===== src/tifr_pkg.sv =====
// shared codes, types and reply lookup for the telnet iac filter
package tifr_pkg;

  localparam logic [7:0] CODE_IAC  = 8'hFF;
  localparam logic [7:0] CODE_SE   = 8'hF0;
  localparam logic [7:0] CODE_SB   = 8'hFA;
  localparam logic [7:0] CODE_WILL = 8'hFB;
  localparam logic [7:0] CODE_WONT = 8'hFC;
  localparam logic [7:0] CODE_DO   = 8'hFD;
  localparam logic [7:0] CODE_DONT = 8'hFE;
  localparam logic [7:0] OPT_ECHO  = 8'h01;
  localparam logic [7:0] OPT_SGA   = 8'h03;

  // most words one input word can cause
  localparam int unsigned BURST_MAX = 3;

  typedef enum logic [2:0] {
    ST_DATA   = 3'd0,
    ST_IAC    = 3'd1,
    ST_OPTION = 3'd2,
    ST_SUB    = 3'd3,
    ST_SUBIAC = 3'd4
  } parse_state_t;

  typedef enum logic [1:0] {
    CMD_WILL = 2'd0,
    CMD_WONT = 2'd1,
    CMD_DO   = 2'd2,
    CMD_DONT = 2'd3
  } neg_cmd_t;

  typedef enum logic {
    KIND_DATA = 1'b0,
    KIND_RESP = 1'b1
  } res_kind_t;

  typedef struct packed {
    res_kind_t  kind;
    logic [7:0] value;
    logic       last;
  } result_t;

  typedef struct packed {
    logic [1:0]                  count;
    result_t [BURST_MAX-1:0]     res;
  } burst_t;

  function automatic logic [7:0] reply_for(neg_cmd_t cmd, logic [7:0] opt);
    logic [7:0] rep;
    case (cmd)
      CMD_WILL: rep = (opt == OPT_SGA) ? CODE_DO : CODE_DONT;
      CMD_WONT: rep = CODE_DONT;
      CMD_DO:   rep = (opt == OPT_ECHO || opt == OPT_SGA) ? CODE_WILL : CODE_WONT;
      CMD_DONT: rep = CODE_WONT;
      default:  rep = CODE_WONT;
    endcase
    return rep;
  endfunction

endpackage


===== src/tifr_in_if.sv =====
// input channel: one received stream byte per word
interface tifr_in_if;
  logic       valid;
  logic       ready;
  logic [7:0] in_byte;

  modport source (output valid, output in_byte, input ready);
  modport sink   (input valid, input in_byte, output ready);
endinterface


===== src/tifr_out_if.sv =====
// result channel: filtered data or negotiation reply words
interface tifr_out_if;
  logic       valid;
  logic       ready;
  logic       out_kind;
  logic [7:0] out_byte;
  logic       out_last;

  modport source (output valid, output out_kind, output out_byte, output out_last,
                  input ready);
  modport sink   (input valid, input out_kind, input out_byte, input out_last,
                  output ready);
endinterface


===== src/tifr_parser.sv =====
// telnet parse state machine and per-byte result burst decode
module tifr_parser
  import tifr_pkg::*;
(
  input  logic       clk,
  input  logic       rst_n,
  input  logic       accept,
  input  logic [7:0] in_byte,
  output burst_t     burst
);

  parse_state_t state_r, state_nxt;
  neg_cmd_t     cmd_r, cmd_nxt;

  // next state
  always_comb begin
    state_nxt = state_r;
    cmd_nxt   = cmd_r;
    case (state_r)
      ST_IAC: begin
        if (in_byte == CODE_IAC) begin
          state_nxt = ST_DATA;
        end else if (in_byte >= CODE_WILL && in_byte <= CODE_DONT) begin
          cmd_nxt   = neg_cmd_t'(in_byte[1:0] - CODE_WILL[1:0]);
          state_nxt = ST_OPTION;
        end else if (in_byte == CODE_SB) begin
          state_nxt = ST_SUB;
        end else begin
          state_nxt = ST_DATA;
        end
      end
      ST_OPTION: begin
        cmd_nxt   = CMD_WILL;
        state_nxt = ST_DATA;
      end
      ST_SUB: begin
        if (in_byte == CODE_IAC) state_nxt = ST_SUBIAC;
      end
      ST_SUBIAC: begin
        if (in_byte == CODE_SE) begin
          state_nxt = ST_DATA;
        end else if (in_byte != CODE_IAC) begin
          state_nxt = ST_SUB;
        end
      end
      default: begin
        state_nxt = (in_byte == CODE_IAC) ? ST_IAC : ST_DATA;
      end
    endcase
  end

  // result burst for the current byte
  always_comb begin
    burst = '0;
    case (state_r)
      ST_IAC: begin
        if (in_byte == CODE_IAC) begin
          burst.count  = 2'd1;
          burst.res[0] = '{kind: KIND_DATA, value: CODE_IAC, last: 1'b1};
        end
      end
      ST_OPTION: begin
        burst.count  = 2'd3;
        burst.res[0] = '{kind: KIND_RESP, value: CODE_IAC, last: 1'b0};
        burst.res[1] = '{kind: KIND_RESP, value: reply_for(cmd_r, in_byte), last: 1'b0};
        burst.res[2] = '{kind: KIND_RESP, value: in_byte, last: 1'b1};
      end
      ST_SUB, ST_SUBIAC: begin
        burst.count = 2'd0;
      end
      default: begin
        if (in_byte != CODE_IAC) begin
          burst.count  = 2'd1;
          burst.res[0] = '{kind: KIND_DATA, value: in_byte, last: 1'b1};
        end
      end
    endcase
  end

  always_ff @(posedge clk) begin
    if (!rst_n) begin
      state_r <= ST_DATA;
      cmd_r   <= CMD_WILL;
    end else if (accept) begin
      state_r <= state_nxt;
      cmd_r   <= cmd_nxt;
    end
  end

endmodule


===== src/tifr_outq.sv =====
// result queue: takes up to three words a cycle, hands out one when popped
module tifr_outq
  import tifr_pkg::*;
#(
  parameter int unsigned DEPTH = 8
)(
  input  logic    clk,
  input  logic    rst_n,
  input  logic    push,
  input  burst_t  burst,
  output logic    room,
  output logic    head_valid,
  output result_t head,
  input  logic    pop
);

  localparam int unsigned PTR_W = (DEPTH > 1) ? $clog2(DEPTH) : 1;
  localparam int unsigned CNT_W = $clog2(DEPTH + 1);

  result_t            mem_r [DEPTH];
  logic [PTR_W-1:0]   wr_ptr_r, wr_ptr_nxt;
  logic [PTR_W-1:0]   rd_ptr_r, rd_ptr_nxt;
  logic [CNT_W-1:0]   count_r, count_nxt;
  logic [PTR_W-1:0]   wr_idx [BURST_MAX];
  logic [PTR_W:0]     wr_sum [BURST_MAX];
  logic [PTR_W:0]     adv_sum;
  logic [1:0]         push_n;
  logic               pop_en;

  assign push_n     = push ? burst.count : 2'd0;
  assign head_valid = (count_r != '0);
  assign pop_en     = pop && head_valid;
  assign head       = mem_r[rd_ptr_r];
  assign room       = (count_r <= CNT_W'(DEPTH - BURST_MAX));

  // wrapped write slots for each word of the burst
  always_comb begin
    for (int i = 0; i < BURST_MAX; i++) begin
      wr_sum[i] = {1'b0, wr_ptr_r} + (PTR_W+1)'(i);
      wr_idx[i] = (wr_sum[i] >= (PTR_W+1)'(DEPTH)) ?
                  PTR_W'(wr_sum[i] - (PTR_W+1)'(DEPTH)) : wr_sum[i][PTR_W-1:0];
    end
  end

  always_comb begin
    adv_sum    = {1'b0, wr_ptr_r} + (PTR_W+1)'(push_n);
    wr_ptr_nxt = (adv_sum >= (PTR_W+1)'(DEPTH)) ?
                 PTR_W'(adv_sum - (PTR_W+1)'(DEPTH)) : adv_sum[PTR_W-1:0];
    rd_ptr_nxt = rd_ptr_r;
    if (pop_en) begin
      rd_ptr_nxt = (rd_ptr_r == PTR_W'(DEPTH - 1)) ? '0 : rd_ptr_r + PTR_W'(1);
    end
    count_nxt = count_r + CNT_W'(push_n) - CNT_W'(pop_en);
  end

  always_ff @(posedge clk) begin
    for (int i = 0; i < BURST_MAX; i++) begin
      if (push && (2'(i) < burst.count)) mem_r[wr_idx[i]] <= burst.res[i];
    end
  end

  always_ff @(posedge clk) begin
    if (!rst_n) begin
      wr_ptr_r <= '0;
      rd_ptr_r <= '0;
      count_r  <= '0;
    end else begin
      wr_ptr_r <= wr_ptr_nxt;
      rd_ptr_r <= rd_ptr_nxt;
      count_r  <= count_nxt;
    end
  end

endmodule


===== src/telnet_iac_filter_responder.sv =====
// top level of the telnet iac filter and option responder
//
// in_ch carries one byte of the client stream per word; out_ch carries the
// results, each tagged as a filtered data byte or a negotiation reply byte,
// with out_last marking the final word caused by one input byte
// plain bytes pass straight through, iac iac gives a literal 0xff, an option
// command gives the three-word reply iac, reply, option, and subnegotiation
// is swallowed up to iac se
// a byte's result words are registered into the result queue when the byte is
// taken, and reach out_ch behind any words already waiting there
// throughput: one byte per cycle while there is room; the parser decodes
// each byte in a single pass and writes its whole burst into the result
// queue at once; the queue hands out one word a cycle and in_ch.ready stays
// high while it has room for a full three-word burst
// when the receiver stalls, words collect in the queue; once fewer than three
// slots are free in_ch.ready drops until out_ch.ready drains it
// reset (rst_n low, synchronous) empties the queue and puts the parser back
// in the data state with no pending command
module telnet_iac_filter_responder
  import tifr_pkg::*;
#(
  parameter int unsigned QUEUE_DEPTH = 8  // result queue slots, at least 3
)(
  input  logic         clk,
  input  logic         rst_n,
  tifr_in_if.sink      in_ch,
  tifr_out_if.source   out_ch
);

  burst_t  burst;     // words caused by the byte on in_ch
  logic    accept;    // input word taken this cycle
  logic    room;      // queue can absorb a full burst
  logic    head_valid;
  result_t head;

  assign in_ch.ready = room;
  assign accept      = in_ch.valid && room;

  // parse state and reply decode
  tifr_parser u_parser (
    .clk     (clk),
    .rst_n   (rst_n),
    .accept  (accept),
    .in_byte (in_ch.in_byte),
    .burst   (burst)
  );

  // result queue, decouples the stream side from the receiver
  tifr_outq #(
    .DEPTH (QUEUE_DEPTH)
  ) u_outq (
    .clk        (clk),
    .rst_n      (rst_n),
    .push       (accept),
    .burst      (burst),
    .room       (room),
    .head_valid (head_valid),
    .head       (head),
    .pop        (out_ch.ready)
  );

  // queue head drives the result channel
  assign out_ch.valid    = head_valid;
  assign out_ch.out_kind = head.kind;
  assign out_ch.out_byte = head.value;
  assign out_ch.out_last = head.last;

endmodule


===== src/flat_wrapper.sv =====
// flat-port wrapper written by rule: the top's interface ports become plain ports
module telnet_iac_filter_responder_flat import tifr_pkg::*;
#(
  parameter int unsigned QUEUE_DEPTH = 8                                   
)
  (clk, rst_n, in_ch_valid, in_ch_in_byte, in_ch_ready, out_ch_valid, out_ch_out_kind, out_ch_out_byte, out_ch_out_last, out_ch_ready);
  tifr_in_if in_ch_i ();
  tifr_out_if out_ch_i ();
  input  logic clk;
  input  logic rst_n;
  input wire logic [$bits(in_ch_i.valid)-1:0] in_ch_valid;
  input wire logic [$bits(in_ch_i.in_byte)-1:0] in_ch_in_byte;
  output wire logic [$bits(in_ch_i.ready)-1:0] in_ch_ready;
  output wire logic [$bits(out_ch_i.valid)-1:0] out_ch_valid;
  output wire logic [$bits(out_ch_i.out_kind)-1:0] out_ch_out_kind;
  output wire logic [$bits(out_ch_i.out_byte)-1:0] out_ch_out_byte;
  output wire logic [$bits(out_ch_i.out_last)-1:0] out_ch_out_last;
  input wire logic [$bits(out_ch_i.ready)-1:0] out_ch_ready;
  assign in_ch_i.valid = in_ch_valid;
  assign in_ch_i.in_byte = in_ch_in_byte;
  assign in_ch_ready = in_ch_i.ready;
  assign out_ch_valid = out_ch_i.valid;
  assign out_ch_out_kind = out_ch_i.out_kind;
  assign out_ch_out_byte = out_ch_i.out_byte;
  assign out_ch_out_last = out_ch_i.out_last;
  assign out_ch_i.ready = out_ch_ready;
  telnet_iac_filter_responder #(.QUEUE_DEPTH(QUEUE_DEPTH)) u_core (.clk(clk), .rst_n(rst_n), .in_ch(in_ch_i), .out_ch(out_ch_i));
endmodule

===== config.mk =====
export PLATFORM = sky130hd
export DESIGN_NAME = telnet_iac_filter_responder_flat
export DESIGN_NICKNAME = d
export VERILOG_FILES = /design/src/tifr_pkg.sv /design/src/tifr_in_if.sv /design/src/tifr_out_if.sv /design/src/tifr_parser.sv /design/src/tifr_outq.sv /design/src/telnet_iac_filter_responder.sv /design/src/flat_wrapper.sv
export SDC_FILE = /design/constraint.sdc
export NUM_CORES = 1
export LEC_CHECK = 0
export BUFFER_PORTS_ARGS = -buffer_cell sky130_fd_sc_hd__buf_2
export CORE_ASPECT_RATIO = 1.75
export CORE_MARGIN = 2
export CORE_UTILIZATION = 56
export DETAILED_ROUTE_END_ITERATION = 7
export PLACE_DENSITY = 0.84
export RECOVER_POWER = 50
export SYNTH_ARGS = -nofsm -noshare
export SYNTH_HDL_FRONTEND = slang
export SYNTH_SLANG_ARGS = --single-unit
export TNS_END_PERCENT = 5

===== constraint.sdc =====
create_clock -name clk -period 3.3 [get_ports clk]
set_input_delay 0.66 -clock clk [delete_from_list [all_inputs] [get_ports clk]]
set_output_delay 0.66 -clock clk [all_outputs]
set_load 0.005 [all_outputs]

=== After elaboration in Yosys (flattened, before gate mapping) ===
Memory sizes are Yosys's and may differ from the RTL's. A register that Yosys moved wholly into a read port is not among the register bits.
Index checks and enable logic that the tools add are counted.

* Add/sub/neg operators: 11
* Magnitude comparators: 10
* Equal/unequal tests: 18
* Mux-type cells: 35
* Reduce and logical (&&, ||, !) cells: 13

{| class="wikitable"
|+ Operators with widths
! operator !! count
|-
| 3-bit two-way mux || 11
|-
| 8-bit case mux with 4 select lines || 1
|-
| 10-bit case mux with 3 select lines || 1
|-
| 8-bit == test, second input constant || 3
|-
| 20-bit two-way mux || 1
|-
| 9-bit two-way mux || 2
|-
| 2-bit two-way mux || 7
|-
| 4-bit >= comparator, second input constant || 3
|-
| 3-bit case mux with 4 select lines || 1
|-
| 3-bit by 1-bit subtractor with 3-bit output, second input constant || 4
|-
| 1-bit two-way mux || 9
|-
| 8-bit by 1-bit == test with 1-bit output, second input constant || 1
|-
| 8-bit by 2-bit == test with 1-bit output, second input constant || 1
|-
| 8-bit >= comparator, second input constant || 1
|-
| 8-bit <= comparator, second input constant || 1
|-
| 8-bit inequality test, second input constant || 1
|-
| 3-bit by 2-bit == test with 1-bit output, second input constant || 2
|-
| 3-bit == test, second input constant || 2
|-
| 1-bit logical AND || 6
|-
| 2-bit inequality test, second input constant || 3
|-
| 2-bit case mux with 3 select lines || 1
|-
| 3-bit by 1-bit adder with 4-bit output, second input constant || 1
|-
| 3-bit by 2-bit adder with 4-bit output || 1
|-
| 3-bit by 2-bit adder with 4-bit output, second input constant || 1
|-
| other kinds (20) || 22
|}

* Register bits: 15
* Memory bits (writable): 80
* Input port bits: 12
* Memories: 1

{| class="wikitable"
|+ Memories
! name !! words !! bits a word !! read ports !! clocked after memory_dff !! write ports !! RTL line !! text
|-
| u_core.u_outq.mem_r || 8 || 10 || 1 || 1 || 3 || tifr_outq.sv:20 || <nowiki>result_t mem_r [DEPTH];</nowiki>
|}

=== Longest topological paths before layout ===
* Word-level depth: 7
* Gate-level depth with buffers: 14

=== By module ===
Synthesis repeated with hierarchy kept, for this count alone.

* Cells, all modules: 719
* Area total of the unflattened synthesis: 6408.6 um2

{| class="wikitable"
|+ Modules (own cells, without submodules)
! module !! times used !! cells each !! area an instance (um2) !! sequential area each (um2)
|-
| tifr_outq || 1 || 613 || 5621.6 || 2662.6
|-
| tifr_parser || 1 || 105 || 780.7 || 100.1
|-
| telnet_iac_filter_responder || 1 || 1 || 6.3 || 0.0
|}

=== Least setup slack after synthesis ===
No wires, ideal clock.

* Path kind: input to register
* From: input port in_ch_in_byte[0]
* To: memory u_core.u_outq.mem_r[4][0] (netlist bit) (enable)
* Setup time: 0.415 ns
* Arrival time: 3.057 ns
* Required time: 2.885 ns
* Setup slack: -0.172 ns
* Stages: 7
* Cells stage by stage: ha_1 -> buf_2 -> and3_1 -> nand2_1 -> o21ai_0 -> nand3_1 -> o311ai_0

{| class="wikitable"
|+ RTL lines
! what !! RTL line !! text
|-
| start: declaration || flat_wrapper.sv:12 || <nowiki>input wire logic [$bits(in_ch_i.in_byte)-1:0] in_ch_in_byte;</nowiki>
|-
| end: declaration || tifr_outq.sv:20 ||
|}

==> impl_results.md <==
* Status: complete, no violations
* # Post-CTS Setup Buffers at 0
* GRT Resource Usage Total at 0.284
* Ports at 24
* CP max FO at 17
* Antenna violations before repair at 0
* CORE AREA at 9850 sq um
* CTS buffer count at 9
* RR Startpoint: u_core.u_parser.state_r[0]
* Nets@finish at 579
* Root buffer cell: clkbuf_16
* CTS tree: done
* Worst min path class: reg -> reg
* Fin crit period at 3.06 ns
* Fin crit share at 0.927
* Final core utilization at 0.638
* Final setup vio count at 0
* Clock transition at path regs at 0.07 ns
* Worst vdd ir at 0.559 mV
* Die X at 80.1 microns
* Setup TNS at 0 ns
* Critical Path Start: u_core.u_parser.state_r[0]
* Wirelength per Cell at 22.0 microns
* Max Buffers Root-to-Sink at 2
* Worst path bufs/invs at 3
* Synth Flop Type: edfxtp_1
* Post-synthesis register bit count at 98
* Max Freq at 327 MHz
* Tightest Pin Transition at 0.871 ns
* Setup WS pre-CTS at 0.0980 ns
* Gpl congestion at 1.01
* Slew headroom at 0.419
* Layout area overhead at 10.8%
* Total number of H-tree levels at 3
* Hold WS at 0.508 ns
* Fin. Hold Viols at 0
* CP endpoint kind: register
* PostCTS Resize Cnt at 0
* HP Start: u_core.u_parser.cmd_r[0]
* Worst Path Arrival at 3.06 ns
* Async S/R FF share, synth at 0
* Vias at 4481
* MaxCap Viol Count at 0
* Num rows at 48
* Routed Antenna Nets at 0
* Setup slack after layout at 0.240 ns
* Hpwl dp at 10.8 mm
* Drc violations at 0
* CP required at 3.30 ns
* Slowest-stage cell, CP: or3b_1
* Vias/cell at 6.59
* Syn Inst Count at 527
* Seq/Total Area, Yosys at 0.487
* Die Area at 11000 sq um
* Slew Viols, Final at 0
* GRT overflow at 0
* Crit path launch type: register
* DRT iter0 DRCs at 549
* Ant diodes at 0
* Mapped Nets at 556
* Post-synth EDFFs at 80
* Avg Inst Size Synth at 10.8 sq um
* Tot Pwr at 0.00352 W
* CP Cell Sequence: or3b_1 > clkbuf_1 > nor4_1 > buf_4 > nand2_1 > o211ai_1 > clkbuf_2
* RSZ-0062 raised after global routing: no
* PortBufs at 23
* Leakage Power at 2.16 nW
* Setup Skew at 0.00723 ns
* Largest net degree at the start of global routing at 41
* First-pass GRT wire length at 22.7 mm
* Cell family with most CP delay: simple AND/OR/NAND/NOR gates
* Clk sinks at 98
* Pwr Density at 560 nW/um^2
* Die Ht at 137 microns
* Starting density of the core at 0.576
* Fillers at 798
* Clk_lat worst skew at 0.35 ns
* Hold_buf cts at 0
* Synth Cell Area at 5670 sq um
* YS warnings at 0
* Worst Setup Path Type: reg -> reg
* CP peak stage delay at 0.43 ns
* Synth unique cells at 60
* Layout cell share with drive strength beyond 1 at 0.177
* First-pass detailed-route iteration total at 5
* WL final at 15.0 mm
* Number of global-route vias before repair at 4434
[worst reg2reg max path: cells and delay by family (launching register included)]
| family | cells | cell delay [ns] |
|---|---|---|
| DFF | 1 | 0.34 |
| and+or+nand+nor | 3 | 1.13 |
| buffers and inverters | 3 | 1.04 |
| AOI/OAI and AO/OA | 1 | 0.21 |
[metrics by stage]
| stage | area (sq um) | instances |
|---|---|---|
| after floorplan | 5670 | 527 |
| after global placement | 6000 | 664 |
| after detailed placement | 6000 | 664 |
| after CTS | 6330 | 680 |
| after global routing | 6280 | 680 |
| final | 6280 | 680 |
[cells in the mapped netlist (12+ instances only)]
library cell,instances,area [sq um]
mux4_2,20,450
mux2_2,12,135
clkbuf_1,26,97.6
inv_1,23,86.3
o21ai_0,55,275
o22ai_1,20,125
dfxtp_1,18,360
ha_1,15,188
nand3_1,19,95.1
edfxtp_1,80,2400
nand2_1,35,131
nor2_1,27,101
a21oi_1,46,230
[cell type report]
cell class | instances | area (sq um) | area share
clock buffers | 9 | 225 | 0.0359
multi-input cells | 365 | 2620 | 0.417
inverters | 25 | 93.8 | 0.0149
clock inverters | 7 | 108 | 0.0171
flip-flops and latches | 98 | 2760 | 0.440
well taps | 125 | 156 | 0.0249
repair buffers | 51 | 319 | 0.0508
[report_power, final]
part           total [W]  switching, W  internal [W]
clock            0.00116      0.000483      0.000679
sequential       0.00149     0.0000486       0.00144
combinational   0.000871      0.000472      0.000399
[state kept, by name (all words and copies together) (netlist names), named ones only]
name and flops:
u_core.u_outq.count_r 4, u_core.u_outq.wr_ptr_r 3, u_core.u_parser.state_r 3, u_core.u_parser.cmd_r 2, u_core.u_outq.mem_r 80, u_core.u_outq.rd_ptr_r 3
[cells by family (layout without fill, tap and decap cells)]
group                      after synthesis  count (layout)  share of synthesized area
and+or+nand+nor                        134             134                      0.123
buffers and inverters                   64              92                     0.0472
muxes                                   39              39                      0.116
AOI/OAI and AO/OA                      170             170                      0.179
DFF                                     98              98                      0.487
adders and majority gates               17              17                     0.0402
xor gates and xnor gates                 5               5                    0.00773
[placed cells by master, fill, tap and decap left out, types with 9 or more instances in the layout]
cell,n
nand2_1,36
nand3_1,20
edfxtp_1,80
mux4_2,20
mux2_2,12
o22ai_1,20
clkbuf_16,9
inv_1,23
buf_4,17
o21ai_0,55
buf_2,21
nor2_1,27
a21oi_1,46
ha_1,15
dfxtp_1,18
[worst paths after layout]
| path | slack (ns) | to | cells past startpoint |
|---|---|---|---|
| max | 0.24 | u_core.u_outq.mem_r[6][8] | 7 |
| min | 0.51 | u_core.u_parser.cmd_r[0] | 2 |
| max reg2reg | 0.24 | u_core.u_outq.mem_r[6][8] | 7 |
| min reg2reg | 0.51 | u_core.u_parser.cmd_r[0] | 2 |
[per-layer routing]
metal | wire length (microns) | vias to the layer above | global-route usage
met5 | 0 | - | 0
met4 | 1150 | 0 | 0.218
met3 | 799 | 88 | 0.0501
met2 | 7930 | 235 | 0.513
met1 | 5070 | 2104 | 0.278
li1 | - | 2054 | -
Note: power is estimated with default switching activity, not from simulation.
